**src/design/extent_map_translate_append_core_macros.svh**
```systemverilog
// ----------------------------------------------------------------------------
// extent map assertion macros
// concurrent check wrappers, compiled out for synthesis
// ----------------------------------------------------------------------------
`ifndef EXTENT_MAP_TRANSLATE_APPEND_CORE_MACROS_SVH
`define EXTENT_MAP_TRANSLATE_APPEND_CORE_MACROS_SVH

`ifndef SYNTHESIS
// property must hold at every edge outside reset
`define EMTA_ASSERT(lbl, clk, rstn, prop, msg) \
  lbl: assert property (@(posedge clk) disable iff (!rstn) prop) else $error(msg);
// antecedent implies consequent in the next cycle
`define EMTA_ASSERT_NEXT(lbl, clk, rstn, ante, cons, msg) \
  lbl: assert property (@(posedge clk) disable iff (!rstn) (ante) |=> (cons)) else $error(msg);
`else
`define EMTA_ASSERT(lbl, clk, rstn, prop, msg)
`define EMTA_ASSERT_NEXT(lbl, clk, rstn, ante, cons, msg)
`endif

`endif

```
**src/design/emta_pkg.sv**
```systemverilog
// ----------------------------------------------------------------------------
// extent map package
// shared types, codes and defaults of the extent map translate/append core
// ----------------------------------------------------------------------------
`timescale 1ns / 1ps

package emta_pkg;

  localparam int MAX_EXTENTS_DEF = 16;

  // request codes
  localparam logic [1:0] REQ_LOOKUP = 2'd0;
  localparam logic [1:0] REQ_WRITE  = 2'd1;
  localparam logic [1:0] REQ_RESET  = 2'd2;

  // status codes
  localparam logic [1:0] ST_OK         = 2'd0;
  localparam logic [1:0] ST_NOT_MAPPED = 2'd1;
  localparam logic [1:0] ST_NO_SPACE   = 2'd2;
  localparam logic [1:0] ST_BEYOND_END = 2'd3;

  localparam logic [31:0] TOTAL_LIMIT = 32'hFFFF_FFFF;

  typedef struct packed {
    logic [1:0]  req_type;
    logic [31:0] logical_index;
    logic [31:0] fresh_block;
  } in_item_t;

  typedef struct packed {
    logic [1:0]  status;
    logic [31:0] target_block;
    logic [31:0] offset_in_extent;
    logic [3:0]  extent_index;
    logic        block_used;
    logic [31:0] mapped_total;
  } out_item_t;

  typedef struct packed {
    logic [31:0] start;
    logic [31:0] length;
  } entry_t;

  // context handed to the miss/append resolver
  typedef struct packed {
    logic [1:0]  req_type;
    logic [31:0] logical_index;
    logic [31:0] fresh_block;
    logic [31:0] total;
    entry_t      last;
  } rsv_ctx_t;

  // resolver decision
  typedef struct packed {
    out_item_t   result;
    logic        wr_en;
    entry_t      wr_data;
    logic [31:0] total_nxt;
  } rsv_act_t;

  typedef enum logic [1:0] {
    S_IDLE,
    S_WALK,
    S_RESOLVE,
    S_DONE
  } emta_state_t;

endpackage

```
**src/design/emta_ram.sv**
```systemverilog
// ----------------------------------------------------------------------------
// generic single-port-write ram
// one write and one read port, registered read data
// ----------------------------------------------------------------------------
`timescale 1ns / 1ps

module emta_ram #(
  parameter int WIDTH = 64,
  parameter int DEPTH = 16,
  localparam int AW = (DEPTH > 1) ? $clog2(DEPTH) : 1
) (
  input  logic             clk,
  input  logic             wr_en,
  input  logic [AW-1:0]    wr_addr,
  input  logic [WIDTH-1:0] wr_data,
  input  logic [AW-1:0]    rd_addr,
  output logic [WIDTH-1:0] rd_data
);

  logic [WIDTH-1:0] mem [DEPTH];
  logic [WIDTH-1:0] rd_data_r;

  always_ff @(posedge clk) begin
    if (wr_en) begin
      mem[wr_addr] <= wr_data;
    end
    rd_data_r <= mem[rd_addr];
  end

  assign rd_data = rd_data_r;

endmodule

```
**src/design/emta_resolve.sv**
```systemverilog
// ----------------------------------------------------------------------------
// extent map miss resolver
// decides the answer and table update for a reset, a miss or an append
// ----------------------------------------------------------------------------
`timescale 1ns / 1ps

module emta_resolve
  import emta_pkg::*;
#(
  parameter int MAX_EXTENTS = MAX_EXTENTS_DEF,
  localparam int CNT_W = $clog2(MAX_EXTENTS + 1),
  localparam int IDX_W = (MAX_EXTENTS > 1) ? $clog2(MAX_EXTENTS) : 1
) (
  input  rsv_ctx_t         ctx,
  input  logic [CNT_W-1:0] count,
  output rsv_act_t         act,
  output logic [CNT_W-1:0] count_nxt,
  output logic [IDX_W-1:0] wr_addr
);

  logic [CNT_W-1:0] last_idx;
  logic             merge;
  logic             no_room;
  logic [31:0]      ix_wide;

  always_comb begin
    last_idx = count - CNT_W'(1);
    merge    = (count != '0) && ((ctx.last.start + ctx.last.length) == ctx.fresh_block);
    no_room  = (count >= CNT_W'(MAX_EXTENTS));
    ix_wide  = merge ? 32'(last_idx) : 32'(count);

    act        = '0;
    act.result.mapped_total = ctx.total;
    act.total_nxt = ctx.total;
    count_nxt  = count;
    wr_addr    = merge ? last_idx[IDX_W-1:0] : count[IDX_W-1:0];

    if (ctx.req_type == REQ_RESET) begin
      act.total_nxt = '0;
      act.result.mapped_total = '0;
      count_nxt = '0;
    end else if (ctx.req_type != REQ_WRITE) begin
      act.result.status = ST_NOT_MAPPED;
    end else if (ctx.logical_index != ctx.total) begin
      act.result.status = ST_BEYOND_END;
    end else if (ctx.total == TOTAL_LIMIT) begin
      act.result.status = ST_NO_SPACE;
    end else if (!merge && no_room) begin
      act.result.status = ST_NO_SPACE;
    end else begin
      // append: grow the last extent or open a new one
      act.wr_en = 1'b1;
      if (merge) begin
        act.wr_data.start  = ctx.last.start;
        act.wr_data.length = ctx.last.length + 32'd1;
        act.result.offset_in_extent = ctx.last.length;
      end else begin
        act.wr_data.start  = ctx.fresh_block;
        act.wr_data.length = 32'd1;
        count_nxt = count + CNT_W'(1);
      end
      act.result.status       = ST_OK;
      act.result.target_block = ctx.fresh_block;
      act.result.extent_index = ix_wide[3:0];
      act.result.block_used   = 1'b1;
      act.total_nxt           = ctx.total + 32'd1;
      act.result.mapped_total = ctx.total + 32'd1;
    end
  end

endmodule

```
**src/design/extent_map_translate_append_core.sv**
```systemverilog
// ----------------------------------------------------------------------------
// extent map translate/append core
// translates logical file blocks to physical blocks, appends on write
// ----------------------------------------------------------------------------
// The extent table (start and length per extent) lives in one ram with
// registered read; the extent count and the running block total are flops.
// Requests are handled one at a time. A lookup or write-map walks the
// extents in order, one extent per cycle, subtracting lengths until the
// logical block falls inside an extent. A hit ends the walk at that extent;
// a miss runs past the last extent into the resolve/write-back step that
// decides not-mapped, beyond-end, no-space or an append. A reset request,
// like any request on an empty table, skips the walk and goes to resolve.
// The walk pace is set by the ram read port: one extent a cycle.
// A finished result sits in an output register, so the next request can be
// taken while the previous result is still stalled downstream.
// ----------------------------------------------------------------------------
`timescale 1ns / 1ps
`include "extent_map_translate_append_core_macros.svh"

module extent_map_translate_append_core
  import emta_pkg::*;
#(
  parameter int MAX_EXTENTS = MAX_EXTENTS_DEF
) (
  input  logic      clk,
  input  logic      rst_n,
  // request channel
  input  logic      in_valid,
  output logic      in_stall,
  input  in_item_t  in_data,
  // result channel
  output logic      out_valid,
  input  logic      out_stall,
  output out_item_t out_data
);

  localparam int CNT_W = $clog2(MAX_EXTENTS + 1);
  localparam int IDX_W = (MAX_EXTENTS > 1) ? $clog2(MAX_EXTENTS) : 1;

  emta_state_t state_r, state_nxt;

  // request context
  logic [1:0]       req_r;
  logic [31:0]      logical_r;
  logic [31:0]      fresh_r;
  logic [31:0]      rem_r;        // logical index left after the extents passed
  logic [IDX_W-1:0] idx_r;        // extent whose data is on the ram output
  entry_t           last_r;       // last extent seen by the walk

  // table summary
  logic [CNT_W-1:0] count_r;
  logic [31:0]      total_r;

  out_item_t        res_r;
  logic             out_valid_r;
  out_item_t        out_data_r;

  // ram ports
  logic [IDX_W-1:0] rd_addr;
  entry_t           rd_entry;
  logic [63:0]      rd_raw;

  // walk step
  logic [CNT_W-1:0] idx_inc;
  logic             hit;
  logic             more;
  logic [31:0]      ix_wide;
  out_item_t        hit_res;

  // resolver
  rsv_ctx_t         ctx;
  rsv_act_t         act;
  logic [CNT_W-1:0] count_nxt;
  logic [IDX_W-1:0] wr_addr;

  logic             in_xfer;
  logic             out_load;
  logic             rsv_commit;

  assign in_xfer  = in_valid && !in_stall;
  assign rd_entry = entry_t'(rd_raw);

  // next extent to fetch; in idle prefetch extent 0 for the coming request
  assign idx_inc = CNT_W'(idx_r) + CNT_W'(1);
  assign rd_addr = (state_r == S_IDLE) ? '0 : idx_inc[IDX_W-1:0];

  assign hit     = rem_r < rd_entry.length;
  assign more    = idx_inc < count_r;
  assign ix_wide = 32'(idx_r);

  always_comb begin
    hit_res                  = '0;
    hit_res.status           = ST_OK;
    hit_res.target_block     = rd_entry.start + rem_r;
    hit_res.offset_in_extent = rem_r;
    hit_res.extent_index     = ix_wide[3:0];
    hit_res.mapped_total     = total_r;
  end

  emta_ram #(
    .WIDTH (64),
    .DEPTH (MAX_EXTENTS)
  ) u_ram (
    .clk     (clk),
    .wr_en   (rsv_commit && act.wr_en),
    .wr_addr (wr_addr),
    .wr_data (act.wr_data),
    .rd_addr (rd_addr),
    .rd_data (rd_raw)
  );

  always_comb begin
    ctx.req_type      = req_r;
    ctx.logical_index = logical_r;
    ctx.fresh_block   = fresh_r;
    ctx.total         = total_r;
    ctx.last          = last_r;
  end

  emta_resolve #(
    .MAX_EXTENTS (MAX_EXTENTS)
  ) u_resolve (
    .ctx       (ctx),
    .count     (count_r),
    .act       (act),
    .count_nxt (count_nxt),
    .wr_addr   (wr_addr)
  );

  // state register
  always_ff @(posedge clk) begin
    if (!rst_n) begin
      state_r <= S_IDLE;
    end else begin
      state_r <= state_nxt;
    end
  end

  // next state and control
  always_comb begin
    state_nxt  = state_r;
    in_stall   = 1'b1;
    out_load   = 1'b0;
    rsv_commit = 1'b0;
    unique case (state_r)
      S_IDLE: begin
        in_stall = 1'b0;
        if (in_valid) begin
          // reset requests and an empty table skip the walk
          if (in_data.req_type == REQ_RESET || count_r == '0) begin
            state_nxt = S_RESOLVE;
          end else begin
            state_nxt = S_WALK;
          end
        end
      end
      S_WALK: begin
        if (hit) begin
          state_nxt = S_DONE;
        end else if (!more) begin
          state_nxt = S_RESOLVE;
        end
      end
      S_RESOLVE: begin
        rsv_commit = 1'b1;
        state_nxt  = S_DONE;
      end
      S_DONE: begin
        if (!out_valid_r || !out_stall) begin
          out_load  = 1'b1;
          state_nxt = S_IDLE;
        end
      end
      default: state_nxt = S_IDLE;
    endcase
  end

  // request context and walk registers
  always_ff @(posedge clk) begin
    if (in_xfer) begin
      req_r     <= in_data.req_type;
      logical_r <= in_data.logical_index;
      fresh_r   <= in_data.fresh_block;
      rem_r     <= in_data.logical_index;
      idx_r     <= '0;
    end else if (state_r == S_WALK) begin
      if (hit) begin
        res_r <= hit_res;
      end else begin
        rem_r  <= rem_r - rd_entry.length;
        last_r <= rd_entry;
        if (more) begin
          idx_r <= idx_inc[IDX_W-1:0];
        end
      end
    end else if (rsv_commit) begin
      res_r <= act.result;
    end
  end

  // extent count and running total
  always_ff @(posedge clk) begin
    if (!rst_n) begin
      count_r <= '0;
      total_r <= '0;
    end else if (rsv_commit) begin
      count_r <= count_nxt;
      total_r <= act.total_nxt;
    end
  end

  // output register, decouples the result transfer from the next request
  always_ff @(posedge clk) begin
    if (!rst_n) begin
      out_valid_r <= 1'b0;
    end else if (out_load) begin
      out_valid_r <= 1'b1;
    end else if (!out_stall) begin
      out_valid_r <= 1'b0;
    end
  end

  always_ff @(posedge clk) begin
    if (out_load) begin
      out_data_r <= res_r;
    end
  end

  assign out_valid = out_valid_r;
  assign out_data  = out_data_r;

  // checks
  `EMTA_ASSERT(a_count_range, clk, rst_n, count_r <= CNT_W'(MAX_EXTENTS),
               "extent count above table size")
  `EMTA_ASSERT(a_used_ok, clk, rst_n,
               !(out_valid && out_data.block_used) || out_data.status == ST_OK,
               "block used on a failed request")
  `EMTA_ASSERT(a_fail_zero, clk, rst_n,
               !(out_valid && out_data.status != ST_OK) ||
               (out_data.target_block == '0 && out_data.offset_in_extent == '0),
               "failed result carries a mapping")
  `EMTA_ASSERT_NEXT(a_append_total, clk, rst_n, rsv_commit && act.wr_en,
                    total_r == $past(total_r) + 32'd1,
                    "append did not grow the block total")

endmodule

```
**config.mk**
```make
export PLATFORM = sky130hd
export DESIGN_NAME = extent_map_translate_append_core
export DESIGN_NICKNAME = d
export VERILOG_FILES = /design/src/design/emta_pkg.sv /design/src/design/emta_ram.sv /design/src/design/emta_resolve.sv /design/src/design/extent_map_translate_append_core.sv
export VERILOG_INCLUDE_DIRS = /design/src /design/src/design
export SDC_FILE = /design/constraint.sdc
export NUM_CORES = 2
export LEC_CHECK = 0
export BUFFER_PORTS_ARGS = -buffer_cell sky130_fd_sc_hd__buf_4
export CAP_MARGIN = 20
export CORE_ASPECT_RATIO = 1.25
export CORE_MARGIN = 5
export CORE_UTILIZATION = 30
export DETAILED_ROUTE_END_ITERATION = 12
export PLACE_DENSITY = 0.43
export SLEW_MARGIN = 5
export SYNTH_ARGS = -nofsm -noshare
export SYNTH_HDL_FRONTEND = slang
export SYNTH_SLANG_ARGS = --single-unit
```
**constraint.sdc**
```tcl
create_clock -name clk -period 19 [get_ports clk]
set_input_delay 3.8 -clock clk [delete_from_list [all_inputs] [get_ports clk]]
set_output_delay 3.8 -clock clk [all_outputs]
set_load 0.01 [all_outputs]
```
==> results.py <==
metrics = {
    "placed_design": {
        "gp_congestion": 0.910,
        "port_buffers": 174,
        "dp_hpwl_um": 140000,
    },
    "synth": {
        "syn_nets": 4779,
        "seq_area_frac_synth_pct": 67.9,
        "yosysWarnings": 0,
        "ys_top_cells_by_area": "edfxtp_1, mux2i_1, dfxtp_1, nand2_1, a211oi_1",
        "synth_common_cells": "edfxtp_1, nand2_1, mux2i_1",
        "synthXorXnorAreaFrac_pct": 2.12,
        "synth_top_family_by_area": "compound AO/OA/AOI/OAI gates",
        "synth_cell_type_count": 98,
        "netlist_instances": 4595,
        "muxShareOfSynthArea_pct": 6.60,
        "netlist.area_leader.share_pct": 64.5,
        "syn_area_um2": 64800,
        "syn_avg_cell_area_um2": 14.1,
        "synth_top_area_cell": "edfxtp_1",
        "ys_ff_latch": 1500,
        "async_flop_share_pct": 0,
        "synth-compound-area-share_pct": 10.6,
        "yosysMostFrequentCell": "edfxtp_1",
        "synth_edf_count": 1392,
        "yosys.area_share.simple_pct": 8.32,
        "synthAdderAreaFrac_pct": 2.24,
        "ys.flop_type": "edfxtp_1",
    },
    "hold_path": {
        "holdPathStages": 0,
        "min_from": "res_r[48]",
        "min_path_type": "register to register",
        "min_to": "out_data[48]",
    },
    "critical_path": {
        "reg2regPathDepth": 16,
        "required_ns": 19.42,
        "worstReg2RegEnd": "u_ram.mem[6][28]",
        "end_kind": "register",
        "arrival_ns": 7.64,
        "start_kind": "register",
        "path_class": "register to register",
        "crit_fanout": 36,
        "r2r_start": "ctx[0]",
        "rrSetupSlack_ns": 11.79,
    },
    "clock_network": {
        "clk_latency_ns": 0.84,
        "cts_resized": 0,
        "post-cts-setup-buffers": 0,
        "holdBufCountCts": 0,
        "clk_pin_slew_worst_paths_ns": 0.07,
        "cts_buffers": 157,
        "numClockSinks": 1500,
        "cts_tree": "yes",
        "h-tree-depth": 4,
        "cts_buffer_depth": 3,
        "root_buffer": "clkbuf_16",
    },
    "drt": {
        "wire_per_inst_um": 27.1,
        "drc_errors": 0,
        "antenna_left": 0,
        "drt_wl_total_um": 211000,
        "via_per_inst": 5.12,
        "dr.pass1.iters": 8,
        "num_vias": 39800,
        "drt-initial-drc-count": 2922,
    },
    "layout": {
        "regArea_um2": 44000,
        "syn2layout_area_growth_pct": 15.4,
        "drive_above_1_share_pct": 12.8,
        "fin_nets": 4937,
        "multi_input_area_um2": 19500,
        "final.fill_count": 20800,
    },
    "timing": {
        "rsz0062_at_grt": "no",
        "hold_violations": 0,
        "maxSlewViolCount": 0,
        "period_share_pct": 38.0,
        "final.setup.tns_ns": 0,
        "tightest_slew_ns": 1.05,
        "finalSetupViolCount": 0,
        "slew_headroom_pct": 29.9,
        "fmax_ghz": 0.139,
        "fin_crit_ns": 7.22,
        "clock_skew_ns": 0.0625,
        "hold_ws_ns": 0.378,
    },
    "floorplanning": {
        "die_h_um": 529,
        "rows": 190,
        "chipWidth_um": 426,
        "pin_count": 175,
        "initial_utilization_pct": 30.2,
        "design.die.area_um2": 225000,
        "core-area_um2": 215000,
    },
    "global_route": {
        "track_usage_pct": 18.3,
        "grt_pass1_wl_um": 298000,
        "grt_max_degree": 127,
        "overflow": 0,
        "grt_pass1_vias": 39800,
        "antenna_found_initial": 10,
    },
    "outcome": {
        "status": "completed",
    },
    "pwr": {
        "ir_worst_vdd_v": 0.000122,
        "powerDensity_nw_per_um2": 128,
        "leakagePower_nw": 23.3,
    },
    "job": {
        "max-cap-violations": 0,
    },
}
[how the worst max path moves through the flow]
stage	startpoint	to	cells after the start
3_3_place_gp	ctx[0]	u_ram.mem[11][38]	17
2_1_floorplan	out_stall	out_data[0]	1
6_report	ctx[0]	u_ram.mem[6][28]	16
4_1_cts	ctx[0]	u_ram.mem[11][28]	17
5_1_grt	ctx[0]	u_ram.mem[11][34]	17
3_5_place_dp	ctx[0]	u_ram.mem[11][38]	17
[flip-flops by register name, summed over array words and instances, names as in the netlist]
name,count
idx_r,4
req_r,2
u_ram.mem,1024
total_r,32
out_valid,1
res_r,103
logical_r,32
state_r,2
ctx,64
rem_r,32
fresh_r,32
out_data,103
u_ram.rd_data,64
count_r,5
[final cells by class]
class / count / share of cell area, %
Timing Repair Buffer: 264 / 2.73
Multi-Input combinational cell: 2747 / 26.2
Inverter: 83 / 0.424
Tap cell: 2880 / 4.82
Antenna cell: 3 / 0.0100
Clock inverter: 75 / 1.17
Clock buffer: 214 / 5.83
Sequential cell: 1500 / 58.9
[cell usage in the layout (no fill, tap or decap), types with 19 or more instances in the layout]
master | netlist | layout
o31ai_1 | 36 | 36
nand2_1 | 464 | 463
o21a_1 | 22 | 22
clkbuf_8 | 0 | 19
clkbuf_1 | 171 | 37
inv_1 | 81 | 80
a21o_1 | 64 | 64
dfxtp_1 | 108 | 107
clkbuf_16 | 0 | 158
nor2b_1 | 143 | 143
a31oi_1 | 86 | 86
nor3_1 | 65 | 53
o21ai_0 | 151 | 151
and3_1 | 38 | 37
mux2i_1 | 272 | 272
clkinv_1 | 0 | 23
a211oi_1 | 211 | 211
xor2_1 | 96 | 96
o21ai_1 | 44 | 44
a21oi_1 | 179 | 178
ha_1 | 111 | 110
mux4_2 | 68 | 68
buf_4 | 6 | 257
nor2_1 | 154 | 146
xnor2_1 | 61 | 61
nand4_1 | 31 | 31
edfxtp_1 | 1392 | 1392
and2_1 | 20 | 19
nand3_1 | 99 | 99
nor4_1 | 22 | 22
clkinv_2 | 0 | 24
nand2b_1 | 19 | 19
a22o_1 | 41 | 41
a311oi_1 | 66 | 66
[routing by layer]
| layer | up-vias | wire, um | global-route usage (%) |
|---|---|---|---|
| li1 | 18100 | - | - |
| met1 | 20400 | 90500 | 23.6 |
| met2 | 976 | 104000 | 31.5 |
| met3 | 313 | 7900 | 2.42 |
| met4 | 2 | 7870 | 6.52 |
| met5 | - | 13 | 0 |
[worst max-delay path: stages, from the launching register on]
cell and delay, ns:
edfxtp_1 0.67, ha_1 0.27, inv_1 0.06, fa_1 0.39, nor2b_1 0.21, o211ai_1 0.21, a21oi_1 0.52, mux2i_1 0.25
nand4b_1 0.18, nor4_1 0.57, and4_1 0.40, nand3_1 0.60, nor2_1 0.55, a31oi_1 0.38, nor3_2 0.23, buf_4 0.54
buf_4 0.72
[cells by family after synthesis]
logic type                 Yosys count
buffers and inverters              348
xor gates and xnor gates           157
AOI/OAI and AO/OA                 1015
muxes                              342
adders and majority gates          114
and+or+nand+nor                   1119
DFF                               1500
[metrics by stage]
stage	setup WS, ns	power [mW]	instance area [um2]	cells	utilization [%]
6_report	11.79	9.53	74700	7766	34.8
5_1_grt	11.62	9.99	74700	7764	34.8
4_1_cts	11.88	9.66	74600	7757	34.8
3_5_place_dp	11.91	6.52	69400	7468	32.3
3_3_place_gp	11.77	6.53	69400	7464	32.3
2_1_floorplan	7.02	5.68	64800	4595	-
[power by group]
part / total, mW / internal (mW) / switching (mW)
clock network: 3.10 / 1.76 / 1.34
registers: 4.18 / 3.95 / 0.236
logic: 2.24 / 0.817 / 1.43
(Power assumes the default switching activity.)
